--- config.mk ---
export PLATFORM = sky130hd
export DESIGN_NAME = multilevel_queue_slot_scheduler_unit
export DESIGN_NICKNAME = d
export VERILOG_FILES = /design/src/sv/msq_pkg.sv /design/src/sv/multilevel_queue_slot_scheduler_unit.sv /design/src/sv/msq_cmd_queue.sv /design/src/sv/msq_level_engine.sv
export VERILOG_INCLUDE_DIRS = /design/src /design/src/sv
export SDC_FILE = /design/constraint.sdc
export NUM_CORES = 2
export LEC_CHECK = 0
export BUFFER_PORTS_ARGS = -buffer_cell sky130_fd_sc_hd__buf_2
export CORE_MARGIN = 2
export CORE_UTILIZATION = 55
export CTS_CLUSTER_SIZE = 24
export DETAILED_ROUTE_END_ITERATION = 10
export PLACE_DENSITY = 0.79
export SLEW_MARGIN = 20
export SYNTH_ARGS = -nofsm -noshare
export SYNTH_HDL_FRONTEND = slang
export SYNTH_HIERARCHICAL = 1
export SYNTH_SLANG_ARGS = --single-unit
--- constraint.sdc ---
create_clock -name clk_i -period 3.92 [get_ports clk_i]
set_input_delay 0.392 -clock clk_i [delete_from_list [all_inputs] [get_ports clk_i]]
set_output_delay 0.392 -clock clk_i [all_outputs]
set_load 0.03 [all_outputs]
--- src/sv/assert_macros.svh ---
`ifndef ASSERT_MACROS_SVH
`define ASSERT_MACROS_SVH

// Plain check, sampled on clk_i, off while rst_ni is low.
`define MSQ_ASSERT(lbl, prop, msg) \
  lbl: assert property (@(posedge clk_i) disable iff (!rst_ni) (prop)) else $error(msg);

// Implication check, sampled on clk_i, off while rst_ni is low.
`define MSQ_ASSERT_IMP(lbl, ante, cons, msg) \
  lbl: assert property (@(posedge clk_i) disable iff (!rst_ni) (ante) |-> (cons)) \
    else $error(msg);

// Next-cycle implication check.
`define MSQ_ASSERT_NXT(lbl, ante, cons, msg) \
  lbl: assert property (@(posedge clk_i) disable iff (!rst_ni) (ante) |=> (cons)) \
    else $error(msg);

`endif

--- src/sv/msq_pkg.sv ---
`timescale 1ns / 1ps

package msq_pkg;

  // Field widths of the item and result beats
  localparam int unsigned PID_W   = 8;
  localparam int unsigned LEVEL_W = 3;
  localparam int unsigned COST_W  = 8;

  // Levels an enqueue can name with its level field
  localparam int unsigned MAX_LVL = 1 << LEVEL_W;

  // Default sizing
  localparam int unsigned DEF_NUM_PRIO   = 8;
  localparam int unsigned DEF_FIFO_DEPTH = 16;

  // Command queue between front and back end
  localparam int unsigned CMD_QUEUE_DEPTH = 2;

  // Register port
  localparam int unsigned APB_AW        = 3;
  localparam int unsigned APB_DW        = 32;
  localparam int unsigned REG_SLOT_COST = 0;
  localparam logic [COST_W-1:0] SLOT_COST_RST = 8'd1;

  typedef enum logic [1:0] {
    CMD_ENQ,
    CMD_DEQ,
    CMD_REJECT
  } cmd_op_e;

  typedef enum logic [1:0] {
    ST_IDLE,
    ST_SCAN,
    ST_READ
  } eng_state_e;

  typedef struct packed {
    cmd_op_e            op;
    logic [PID_W-1:0]   proc_id;
    logic [LEVEL_W-1:0] level;
  } cmd_t;

  typedef struct packed {
    logic               found;
    logic [PID_W-1:0]   proc_id;
    logic [LEVEL_W-1:0] level;
    logic               dropped;
    logic               refilled;
  } rsp_t;

endpackage

--- src/sv/multilevel_queue_slot_scheduler_unit.sv ---
// Multilevel queue scheduler with per-level slot budgets. Enqueue beats append a process id to
// the ring of their level (min(NUM_PRIO, 8) levels are reachable through the 3-bit level field);
// a full ring or an out-of-range level returns dropped. Dequeue beats pop the lowest non-empty
// level with budget left, charge it slot_cost (register at byte 0x0) and refill all budgets once
// when every non-empty level is spent. A front end classifies beats into a two-entry command
// queue, so input is taken while a result waits at the output register. In the back end a dequeue
// scans the levels one per cycle from level 0 and, when a refill is needed, scans them once more;
// a hit is then read from the id store through its registered read port. The id store has no
// clearing pass.
`timescale 1ns / 1ps

module multilevel_queue_slot_scheduler_unit import msq_pkg::*; #(
  parameter int unsigned NUM_PRIO   = DEF_NUM_PRIO,
  parameter int unsigned FIFO_DEPTH = DEF_FIFO_DEPTH
) (
  input  logic               clk_i,
  input  logic               rst_ni,
  // register port
  input  logic               psel,
  input  logic               penable,
  input  logic               pwrite,
  input  logic [APB_AW-1:0]  paddr,
  input  logic [APB_DW-1:0]  pwdata,
  output logic [APB_DW-1:0]  prdata,
  output logic               pready,
  // item channel
  input  logic               in_valid_i,
  output logic               in_ready_o,
  input  logic               op_i,
  input  logic [PID_W-1:0]   proc_id_i,
  input  logic [LEVEL_W-1:0] level_i,
  // result channel
  output logic               out_valid_o,
  input  logic               out_ready_i,
  output logic               found_o,
  output logic [PID_W-1:0]   out_proc_id_o,
  output logic [LEVEL_W-1:0] out_level_o,
  output logic               dropped_o,
  output logic               budgets_refilled_o
);

  logic [COST_W-1:0] slot_cost_q;
  logic              sel_slot_cost;
  logic              cmd_valid;
  cmd_t              cmd;
  logic              cmd_pop;
  rsp_t              rsp;

  // Register decode
  assign pready        = 1'b1;
  assign sel_slot_cost = (paddr[APB_AW-1:2] == (APB_AW - 2)'(REG_SLOT_COST));
  assign prdata        = sel_slot_cost ? APB_DW'(slot_cost_q) : '0;

  always_ff @(posedge clk_i or negedge rst_ni) begin
    if (!rst_ni) begin
      slot_cost_q <= SLOT_COST_RST;
    end else if (psel && penable && pwrite && pready && sel_slot_cost) begin
      slot_cost_q <= pwdata[COST_W-1:0];
    end
  end

  // Front end: accept and classify
  msq_cmd_queue #(
    .NUM_PRIO (NUM_PRIO)
  ) u_front (
    .clk_i       (clk_i),
    .rst_ni      (rst_ni),
    .in_valid_i  (in_valid_i),
    .in_ready_o  (in_ready_o),
    .op_i        (op_i),
    .proc_id_i   (proc_id_i),
    .level_i     (level_i),
    .cmd_valid_o (cmd_valid),
    .cmd_o       (cmd),
    .cmd_pop_i   (cmd_pop)
  );

  // Back end: rings, budgets, scan
  msq_level_engine #(
    .NUM_PRIO   (NUM_PRIO),
    .FIFO_DEPTH (FIFO_DEPTH)
  ) u_back (
    .clk_i       (clk_i),
    .rst_ni      (rst_ni),
    .cmd_valid_i (cmd_valid),
    .cmd_i       (cmd),
    .cmd_pop_o   (cmd_pop),
    .slot_cost_i (slot_cost_q),
    .out_valid_o (out_valid_o),
    .out_ready_i (out_ready_i),
    .rsp_o       (rsp)
  );

  assign found_o            = rsp.found;
  assign out_proc_id_o      = rsp.proc_id;
  assign out_level_o        = rsp.level;
  assign dropped_o          = rsp.dropped;
  assign budgets_refilled_o = rsp.refilled;

endmodule

--- src/sv/msq_cmd_queue.sv ---
`timescale 1ns / 1ps
`include "assert_macros.svh"

module msq_cmd_queue import msq_pkg::*; #(
  parameter int unsigned NUM_PRIO = DEF_NUM_PRIO
) (
  input  logic               clk_i,
  input  logic               rst_ni,
  input  logic               in_valid_i,
  output logic               in_ready_o,
  input  logic               op_i,
  input  logic [PID_W-1:0]   proc_id_i,
  input  logic [LEVEL_W-1:0] level_i,
  output logic               cmd_valid_o,
  output cmd_t               cmd_o,
  input  logic               cmd_pop_i
);

  localparam int unsigned NUM_LVL = (NUM_PRIO < MAX_LVL) ? NUM_PRIO : MAX_LVL;
  localparam int unsigned QIW     = $clog2(CMD_QUEUE_DEPTH);
  localparam int unsigned QCW     = $clog2(CMD_QUEUE_DEPTH + 1);

  cmd_t             entry_q [CMD_QUEUE_DEPTH];
  logic [QIW-1:0]   wr_ptr_q, wr_ptr_d;
  logic [QIW-1:0]   rd_ptr_q, rd_ptr_d;
  logic [QCW-1:0]   cnt_q, cnt_d;
  cmd_t             cmd_new;
  logic             push;

  // Classify the incoming beat
  always_comb begin
    cmd_new.proc_id = proc_id_i;
    cmd_new.level   = level_i;
    if (op_i) begin
      cmd_new.op = CMD_DEQ;
    end else if ({1'b0, level_i} < (LEVEL_W + 1)'(NUM_LVL)) begin
      cmd_new.op = CMD_ENQ;
    end else begin
      cmd_new.op = CMD_REJECT;
    end
  end

  assign in_ready_o  = (cnt_q != QCW'(CMD_QUEUE_DEPTH));
  assign push        = in_valid_i && in_ready_o;
  assign cmd_valid_o = (cnt_q != '0);
  assign cmd_o       = entry_q[rd_ptr_q];

  // Pointer and fill bookkeeping
  always_comb begin
    wr_ptr_d = wr_ptr_q;
    rd_ptr_d = rd_ptr_q;
    cnt_d    = cnt_q;
    if (push) begin
      wr_ptr_d = (wr_ptr_q == QIW'(CMD_QUEUE_DEPTH - 1)) ? '0 : wr_ptr_q + QIW'(1);
    end
    if (cmd_pop_i) begin
      rd_ptr_d = (rd_ptr_q == QIW'(CMD_QUEUE_DEPTH - 1)) ? '0 : rd_ptr_q + QIW'(1);
    end
    if (push && !cmd_pop_i) begin
      cnt_d = cnt_q + QCW'(1);
    end else if (!push && cmd_pop_i) begin
      cnt_d = cnt_q - QCW'(1);
    end
  end

  always_ff @(posedge clk_i or negedge rst_ni) begin
    if (!rst_ni) begin
      wr_ptr_q <= '0;
      rd_ptr_q <= '0;
      cnt_q    <= '0;
    end else begin
      wr_ptr_q <= wr_ptr_d;
      rd_ptr_q <= rd_ptr_d;
      cnt_q    <= cnt_d;
    end
  end

  // Entry storage, no reset needed
  always_ff @(posedge clk_i) begin
    if (push) begin
      entry_q[wr_ptr_q] <= cmd_new;
    end
  end

  `MSQ_ASSERT_IMP(a_pop_nonempty, cmd_pop_i, cnt_q != '0, "pop from empty command queue")
  `MSQ_ASSERT(a_cnt_bound, cnt_q <= QCW'(CMD_QUEUE_DEPTH), "command queue overfilled")

endmodule

--- src/sv/msq_level_engine.sv ---
`timescale 1ns / 1ps
`include "assert_macros.svh"

module msq_level_engine import msq_pkg::*; #(
  parameter int unsigned NUM_PRIO   = DEF_NUM_PRIO,
  parameter int unsigned FIFO_DEPTH = DEF_FIFO_DEPTH
) (
  input  logic              clk_i,
  input  logic              rst_ni,
  input  logic              cmd_valid_i,
  input  cmd_t              cmd_i,
  output logic              cmd_pop_o,
  input  logic [COST_W-1:0] slot_cost_i,
  output logic              out_valid_o,
  input  logic              out_ready_i,
  output rsp_t              rsp_o
);

  localparam int unsigned NUM_LVL   = (NUM_PRIO < MAX_LVL) ? NUM_PRIO : MAX_LVL;
  localparam int unsigned LW        = $clog2(NUM_LVL);
  localparam int unsigned PW        = $clog2(FIFO_DEPTH);
  localparam int unsigned CNTW      = $clog2(FIFO_DEPTH + 1);
  localparam int unsigned BW        = $clog2(NUM_PRIO + 1);
  localparam int unsigned CW        = (BW > COST_W) ? BW : COST_W;
  localparam int unsigned MEM_DEPTH = NUM_LVL * FIFO_DEPTH;
  localparam int unsigned AW        = $clog2(MEM_DEPTH);

  function automatic logic [PW-1:0] ptr_inc(input logic [PW-1:0] p);
    return (p == PW'(FIFO_DEPTH - 1)) ? '0 : p + PW'(1);
  endfunction

  // Per-level bookkeeping
  logic [PW-1:0]   head_q   [NUM_LVL];
  logic [PW-1:0]   tail_q   [NUM_LVL];
  logic [CNTW-1:0] cnt_q    [NUM_LVL];
  logic [BW-1:0]   budget_q [NUM_LVL];

  // Id store, one ring per level
  logic [PID_W-1:0] mem [MEM_DEPTH];
  logic [PID_W-1:0] rd_data_q;

  eng_state_e    st_q, st_d;
  logic [LW-1:0] lv_q, lv_d;
  logic          starved_q, starved_d;
  logic          refilled_q, refilled_d;
  logic          out_valid_q, out_valid_d;
  rsp_t          rsp_q, rsp_d;

  logic          out_free;
  logic          load_out;
  logic [LW-1:0] enq_lv;
  logic          enq_we;
  logic          deq_take;
  logic          refill;
  logic          rd_en;
  logic [AW-1:0] wr_addr;
  logic [AW-1:0] rd_addr;
  logic          cur_nonempty;
  logic          hit;
  logic          scan_last;
  logic [CW-1:0] bud_ext;
  logic [CW-1:0] cost_ext;
  logic [BW-1:0] bud_new;

  assign out_free     = !out_valid_q || out_ready_i;
  assign enq_lv       = cmd_i.level[LW-1:0];
  assign cur_nonempty = (cnt_q[lv_q] != '0);
  assign hit          = cur_nonempty && (budget_q[lv_q] != '0);
  assign scan_last    = (lv_q == LW'(NUM_LVL - 1));
  assign wr_addr      = AW'(enq_lv) * AW'(FIFO_DEPTH) + AW'(tail_q[enq_lv]);
  assign rd_addr      = AW'(lv_q) * AW'(FIFO_DEPTH) + AW'(head_q[lv_q]);

  // Charge the slot cost, saturating at zero
  assign bud_ext  = CW'(budget_q[lv_q]);
  assign cost_ext = CW'(slot_cost_i);
  assign bud_new  = (bud_ext > cost_ext) ? BW'(bud_ext - cost_ext) : '0;

  // Sequencer: next state and datapath strobes
  always_comb begin
    st_d       = st_q;
    lv_d       = lv_q;
    starved_d  = starved_q;
    refilled_d = refilled_q;
    cmd_pop_o  = 1'b0;
    load_out   = 1'b0;
    enq_we     = 1'b0;
    deq_take   = 1'b0;
    refill     = 1'b0;
    rd_en      = 1'b0;
    rsp_d      = '0;
    unique case (st_q)
      ST_IDLE: begin
        if (cmd_valid_i) begin
          unique case (cmd_i.op)
            CMD_DEQ: begin
              cmd_pop_o  = 1'b1;
              lv_d       = '0;
              starved_d  = 1'b0;
              refilled_d = 1'b0;
              st_d       = ST_SCAN;
            end
            CMD_ENQ: begin
              if (out_free) begin
                cmd_pop_o = 1'b1;
                load_out  = 1'b1;
                if (cnt_q[enq_lv] < CNTW'(FIFO_DEPTH)) begin
                  enq_we      = 1'b1;
                  rsp_d.found = 1'b1;
                end else begin
                  rsp_d.dropped = 1'b1;
                end
              end
            end
            default: begin
              // level outside the configured range
              if (out_free) begin
                cmd_pop_o     = 1'b1;
                load_out      = 1'b1;
                rsp_d.dropped = 1'b1;
              end
            end
          endcase
        end
      end
      ST_SCAN: begin
        if (hit) begin
          deq_take = 1'b1;
          rd_en    = 1'b1;
          st_d     = ST_READ;
        end else if (scan_last) begin
          if ((starved_q || cur_nonempty) && !refilled_q) begin
            refill     = 1'b1;
            refilled_d = 1'b1;
            starved_d  = 1'b0;
            lv_d       = '0;
          end else if (out_free) begin
            // every level empty
            load_out = 1'b1;
            st_d     = ST_IDLE;
          end
        end else begin
          starved_d = starved_q || cur_nonempty;
          lv_d      = lv_q + LW'(1);
        end
      end
      ST_READ: begin
        if (out_free) begin
          load_out       = 1'b1;
          rsp_d.found    = 1'b1;
          rsp_d.proc_id  = rd_data_q;
          rsp_d.level    = LEVEL_W'(lv_q);
          rsp_d.refilled = refilled_q;
          st_d           = ST_IDLE;
        end
      end
      default: begin
        st_d = ST_IDLE;
      end
    endcase
  end

  always_comb begin
    if (load_out) begin
      out_valid_d = 1'b1;
    end else if (out_ready_i) begin
      out_valid_d = 1'b0;
    end else begin
      out_valid_d = out_valid_q;
    end
  end

  always_ff @(posedge clk_i or negedge rst_ni) begin
    if (!rst_ni) begin
      st_q        <= ST_IDLE;
      lv_q        <= '0;
      starved_q   <= 1'b0;
      refilled_q  <= 1'b0;
      out_valid_q <= 1'b0;
    end else begin
      st_q        <= st_d;
      lv_q        <= lv_d;
      starved_q   <= starved_d;
      refilled_q  <= refilled_d;
      out_valid_q <= out_valid_d;
    end
  end

  // Result register payload
  always_ff @(posedge clk_i) begin
    if (load_out) begin
      rsp_q <= rsp_d;
    end
  end

  // Ring pointers, fill counts and budgets
  always_ff @(posedge clk_i or negedge rst_ni) begin
    if (!rst_ni) begin
      for (int i = 0; i < NUM_LVL; i++) begin
        head_q[i]   <= '0;
        tail_q[i]   <= '0;
        cnt_q[i]    <= '0;
        budget_q[i] <= BW'(NUM_PRIO - i);
      end
    end else begin
      if (enq_we) begin
        tail_q[enq_lv] <= ptr_inc(tail_q[enq_lv]);
        cnt_q[enq_lv]  <= cnt_q[enq_lv] + CNTW'(1);
      end
      if (deq_take) begin
        head_q[lv_q]   <= ptr_inc(head_q[lv_q]);
        cnt_q[lv_q]    <= cnt_q[lv_q] - CNTW'(1);
        budget_q[lv_q] <= bud_new;
      end
      if (refill) begin
        for (int i = 0; i < NUM_LVL; i++) begin
          budget_q[i] <= BW'(NUM_PRIO - i);
        end
      end
    end
  end

  // Id store: one write port, one registered read port
  always_ff @(posedge clk_i) begin
    if (enq_we) begin
      mem[wr_addr] <= cmd_i.proc_id;
    end
    if (rd_en) begin
      rd_data_q <= mem[rd_addr];
    end
  end

  assign out_valid_o = out_valid_q;
  assign rsp_o       = rsp_q;

  `MSQ_ASSERT(a_retry_hits, !(st_q == ST_SCAN && refilled_q && scan_last && !hit), "refill retry found no level")
  `MSQ_ASSERT_IMP(a_flags_excl, out_valid_q, !(rsp_q.dropped && (rsp_q.found || rsp_q.refilled)), "dropped beat carries dequeue flags")
  `MSQ_ASSERT_NXT(a_read_result, st_q == ST_READ && out_free, out_valid_q && rsp_q.found, "dequeue hit lost its result")

endmodule

==> impl_metrics.csv <==
group,metric,value,unit
routing,wl_met2,62.8,mm
routing,wl,135,mm
critical_path,reg2reg_depth,11,
grt,grt_max_degree,99,
synth,yosys_warnings,6,
critical_path,crit_type,"reg -> reg",
timing,slew_headroom,0.245,
routing,firstDrtPassIters,6,
timing,rsz0062_at_grt,"true",
clock_tree,cts_tree,"done",
pwr,power_density,803,nW/um2
synth,synth_edf_count,1070,
routing,m1WireLength,48.1,mm
critical_path,worstPathRequired,4.49,ns
routing,vias,31570,
grt,grt_pass1_wl,199,mm
pwr,power.switching,17.5,mW
grt,grt_pass1_vias,31136,
layout,drive_above_1_share,0.226,
routing,vias_per_cell,6.41,
clock_tree,clockRootBuffer,"clkbuf_16",
routing,routed.top_layer,"met5",
place,placedCellCount,4691,
layout,fin_util,0.637,
synth,synth_largest_area_cell,"edfxtp_1",
place,port_buffers,51,
synth,syn_area_per_cell,15.7,um2
place,gp_congestion,0.947,
outcome,violations,"negative setup slack",
floorplan,die-area,95300,um2
timing,hold_violations,0,
timing,fin_crit,3.95,ns
routing,drc,0,
floorplan,rows,111,
pwr,swShare,0.372,
critical_path,path_max_fanout,38,
floorplan,core,91800,um2
clock_tree,clock_path_buffers,3,
synth,ys.flop_type,"edfxtp_1",
timing,fmax,253,MHz
pwr,power_leakage,20.8,nW
synth,syn_inst,3258,
timing,period_share,1.01,
layout,nNetsFinal,3652,
floorplan,io_pins,103,
timing,setup_violations,1,
pwr,pwr-share-comb,0.406,
synth,ys_seq_elements,1226,
flow_run,drv_cap,0,
worst_hold_path,holdCritPathClass,"in -> reg",
routing,wl_met3,17.1,mm
timing,setup_slack,-0.0312,ns
layout,fin_cells,4928,
outcome,run_status,"finished with violations",
synth,syn_area,51100,um2
timing,tightest_slew,1.13,ns
pwr,clkPwrFrac,0.236,
floorplan,initial_utilization,0.556,
layout,num-fill-cells,6090,
grt,antenna_found_initial,6,
routing,avgRoutedWirePerCell,27.4,um
routing,drtIter0Drc,4723,
grt,grt-ovfl-total,0,
clock_tree,clkSinkCount,1226,
layout,n_antenna_cell,0,
critical_path,end_kind,"register",
synth,yosysSeqAreaShare,0.706,
pwr,internal_power,29.5,mW
layout,syn2layout_area_growth,14.6,%
pwr,power.share.sequential,0.358,
timing,fin_skew,0.0451,ns
timing,maxSlewViolCount,0,
clock_tree,htree_levels,3,
floorplan,die_x,309,um
worst_hold_path,hold_depth,3,
clock_tree,post-cts-setup-buffers,0,
clock_tree,clk_pin_slew_worst_paths,0.07,ns
synth,async_flop_share,0.127,
synth,ys_types,92,
routing,ant_nets,0,
grt,grt_usage,0.283,
clock_tree,cts_buffers,114,
critical_path,worstSetupStartpointType,"register",
pwr,peakVddDrop,0.00119,V
clock_tree,clock_latency,0.71,ns
timing,final.setup.tns,-0.0312,ns
place,dpl.hpwl,83.8,mm
synth,synth_area_leaders,"edfxtp_1, dfrtp_1, mux4_2, mux2i_1, nand2_1",
floorplan,die_y,309,um
synth,synth_top_area_share,0.629,
critical_path,cp_data_arrival_time,4.52,ns
-- cell usage in the layout (no fill, tap or decap), drive strengths merged, types with 8 or more instances in the layout --
cell type    count
nor3            15
a221oi          44
clkinvlp         8
bufinv          11
nand3          108
a22oi           41
and2b           10
mux2i          223
and3            47
a211oi          19
nor3b            8
nand2          414
o2111a          10
mux2            80
a22o             8
conb            26
mux4           132
a32oi           25
xor2            10
edfxtp        1070
a21oi           85
clkbuf         141
clkinv          54
dlygate4sd3     21
ha              12
a221o           27
and2            19
buf            380
dfrtp          142
nand4           16
o211ai          12
inv             31
nor2           226
dfstp           14
a31oi           41
o21ai           63
-- Yosys cell counts (all sizes together), types with 14 or more instances --
library cell	count
mux2	80
and2	19
a21oi	85
a221o	27
a211oi	19
clkbuf	48
dfstp	14
nor2	226
nor3	15
a31oi	41
nand2	414
o21ai	63
nand3	108
edfxtp	1070
inv	28
and3	47
a22oi	41
mux2i	223
mux4	132
dfrtp	142
a32oi	25
buf	165
a221oi	44
nand4	16
-- final timing paths --
path / slack [ns] / end / start
hold reg to reg: 0.48 / u_back/tail_q[18]$_DFFE_PN0P_ / u_back/tail_q[18]$_DFFE_PN0P_
max in group asynchronous: 2.52 / u_back/budget_q[14]$_DFFE_PN1P_ / rst_ni
min in group asynchronous: 0.38 / slot_cost_q[5]$_DFFE_PN0P_ / rst_ni
setup reg to reg: -0.03 / u_back/rd_data_q[5]$_DFFE_PP_ / u_back/lv_q[1]$_DFFE_PN0P_
setup / recovery: -0.03 / u_back/rd_data_q[5]$_DFFE_PP_ / u_back/lv_q[1]$_DFFE_PN0P_
hold / removal: 0.03 / u_front/wr_ptr_q$_DFFE_PN0N_ / in_valid_i
-- worst max-delay path, cell delays in order, from the launching register on --
cell	delay [ns]
dfrtp_2	0.49
buf_4	0.22
and2_1	0.14
mux4_2	0.52
nor2_4	0.35
buf_4	0.56
a21oi_1	0.12
a221oi_1	0.45
o21ai_0	0.18
and3_1	0.26
nor4_1	0.29
o2111a_1	0.24
-- power by group through the flow --
stage	logic, mW	clock network, mW	registers, mW
6_report	19.1	11.1	16.8
5_1_grt	20.0	11.6	16.9
4_1_cts	18.6	11.1	16.8
3_5_place_dp	18.3	0	17.0
3_3_place_gp	17.9	0	17.0
2_1_floorplan	11.8	0	17.0
-- layer usage --
metal,GRT usage,vias to the layer above
met5,0,-
met4,0.126,10
met3,0.0717,456
met2,0.446,2243
met1,0.376,15661
li1,-,13200
-- sequential cells by signal (all words and copies together), names as in the netlist --
signal              cells
slot_cost_q             8
u_back/budget_q        32
u_back/cnt_q           40
u_back/head_q          32
u_back/lv_q             3
u_back/mem           1024
u_back/out_valid_o      1
u_back/rd_data_q        8
u_back/refilled_q       1
u_back/rsp_o           14
u_back/st_q             2
u_back/starved_q        1
u_back/tail_q          32
u_front/cnt_q           2
u_front/entry_q        24
u_front/rd_ptr_q        1
u_front/wr_ptr_q        1
-- cells by family (layout without fill, tap and decap cells) --
logic type,Yosys count,count (layout),share of synthesized area
AO/OA/AOI/OAI,425,425,0.0607
XOR/XNOR,15,15,0.00257
adder cells (fa/ha/maj),13,13,0.00333
buffers and inverters,242,646,0.0279
flip-flops,1226,1226,0.706
multiplexers,435,435,0.121
other,3,26,0.000220
AND/OR/NAND/NOR,899,899,0.0789
-- timing repair --
| action | 4_1_cts | 5_1_grt |
|---|---|---|
| gates resized for setup | 2 | 18 |
| hold endpoints to repair | 115 | 0 |
| setup endpoints to repair | 5 | 127 |
| hold buffers | 21 | 0 |
-- per-stage QoR --
stage | power (mW) | area, um2 | worst slack (ns) | hold slack, ns
5_1_grt | 48.5 | 58500 | -0.0823 | 0.0431
6_report | 47.0 | 58500 | -0.0312 | 0.0283
2_1_floorplan | 28.8 | 51200 | 0.245 | 0.0964
3_5_place_dp | 35.3 | 54500 | -0.0680 | 0.466
4_1_cts | 46.5 | 58500 | 0.00889 | 0.00236
3_3_place_gp | 34.9 | 54500 | 0.0131 | 0.457
-- layout make-up --
| class | count | area, um2 | area share |
|---|---|---|---|
| Clock buffer | 141 | 3030 | 0.0518 |
| Clock inverter | 75 | 732 | 0.0125 |
| Inverter | 29 | 129 | 0.00220 |
| Tap cell | 1243 | 1560 | 0.0266 |
| Timing Repair Buffer | 401 | 3220 | 0.0551 |
| Sequential cell | 1226 | 36100 | 0.616 |
| Multi-Input combinational cell | 1813 | 13800 | 0.235 |
Note: power is estimated with default switching activity, not from simulation.
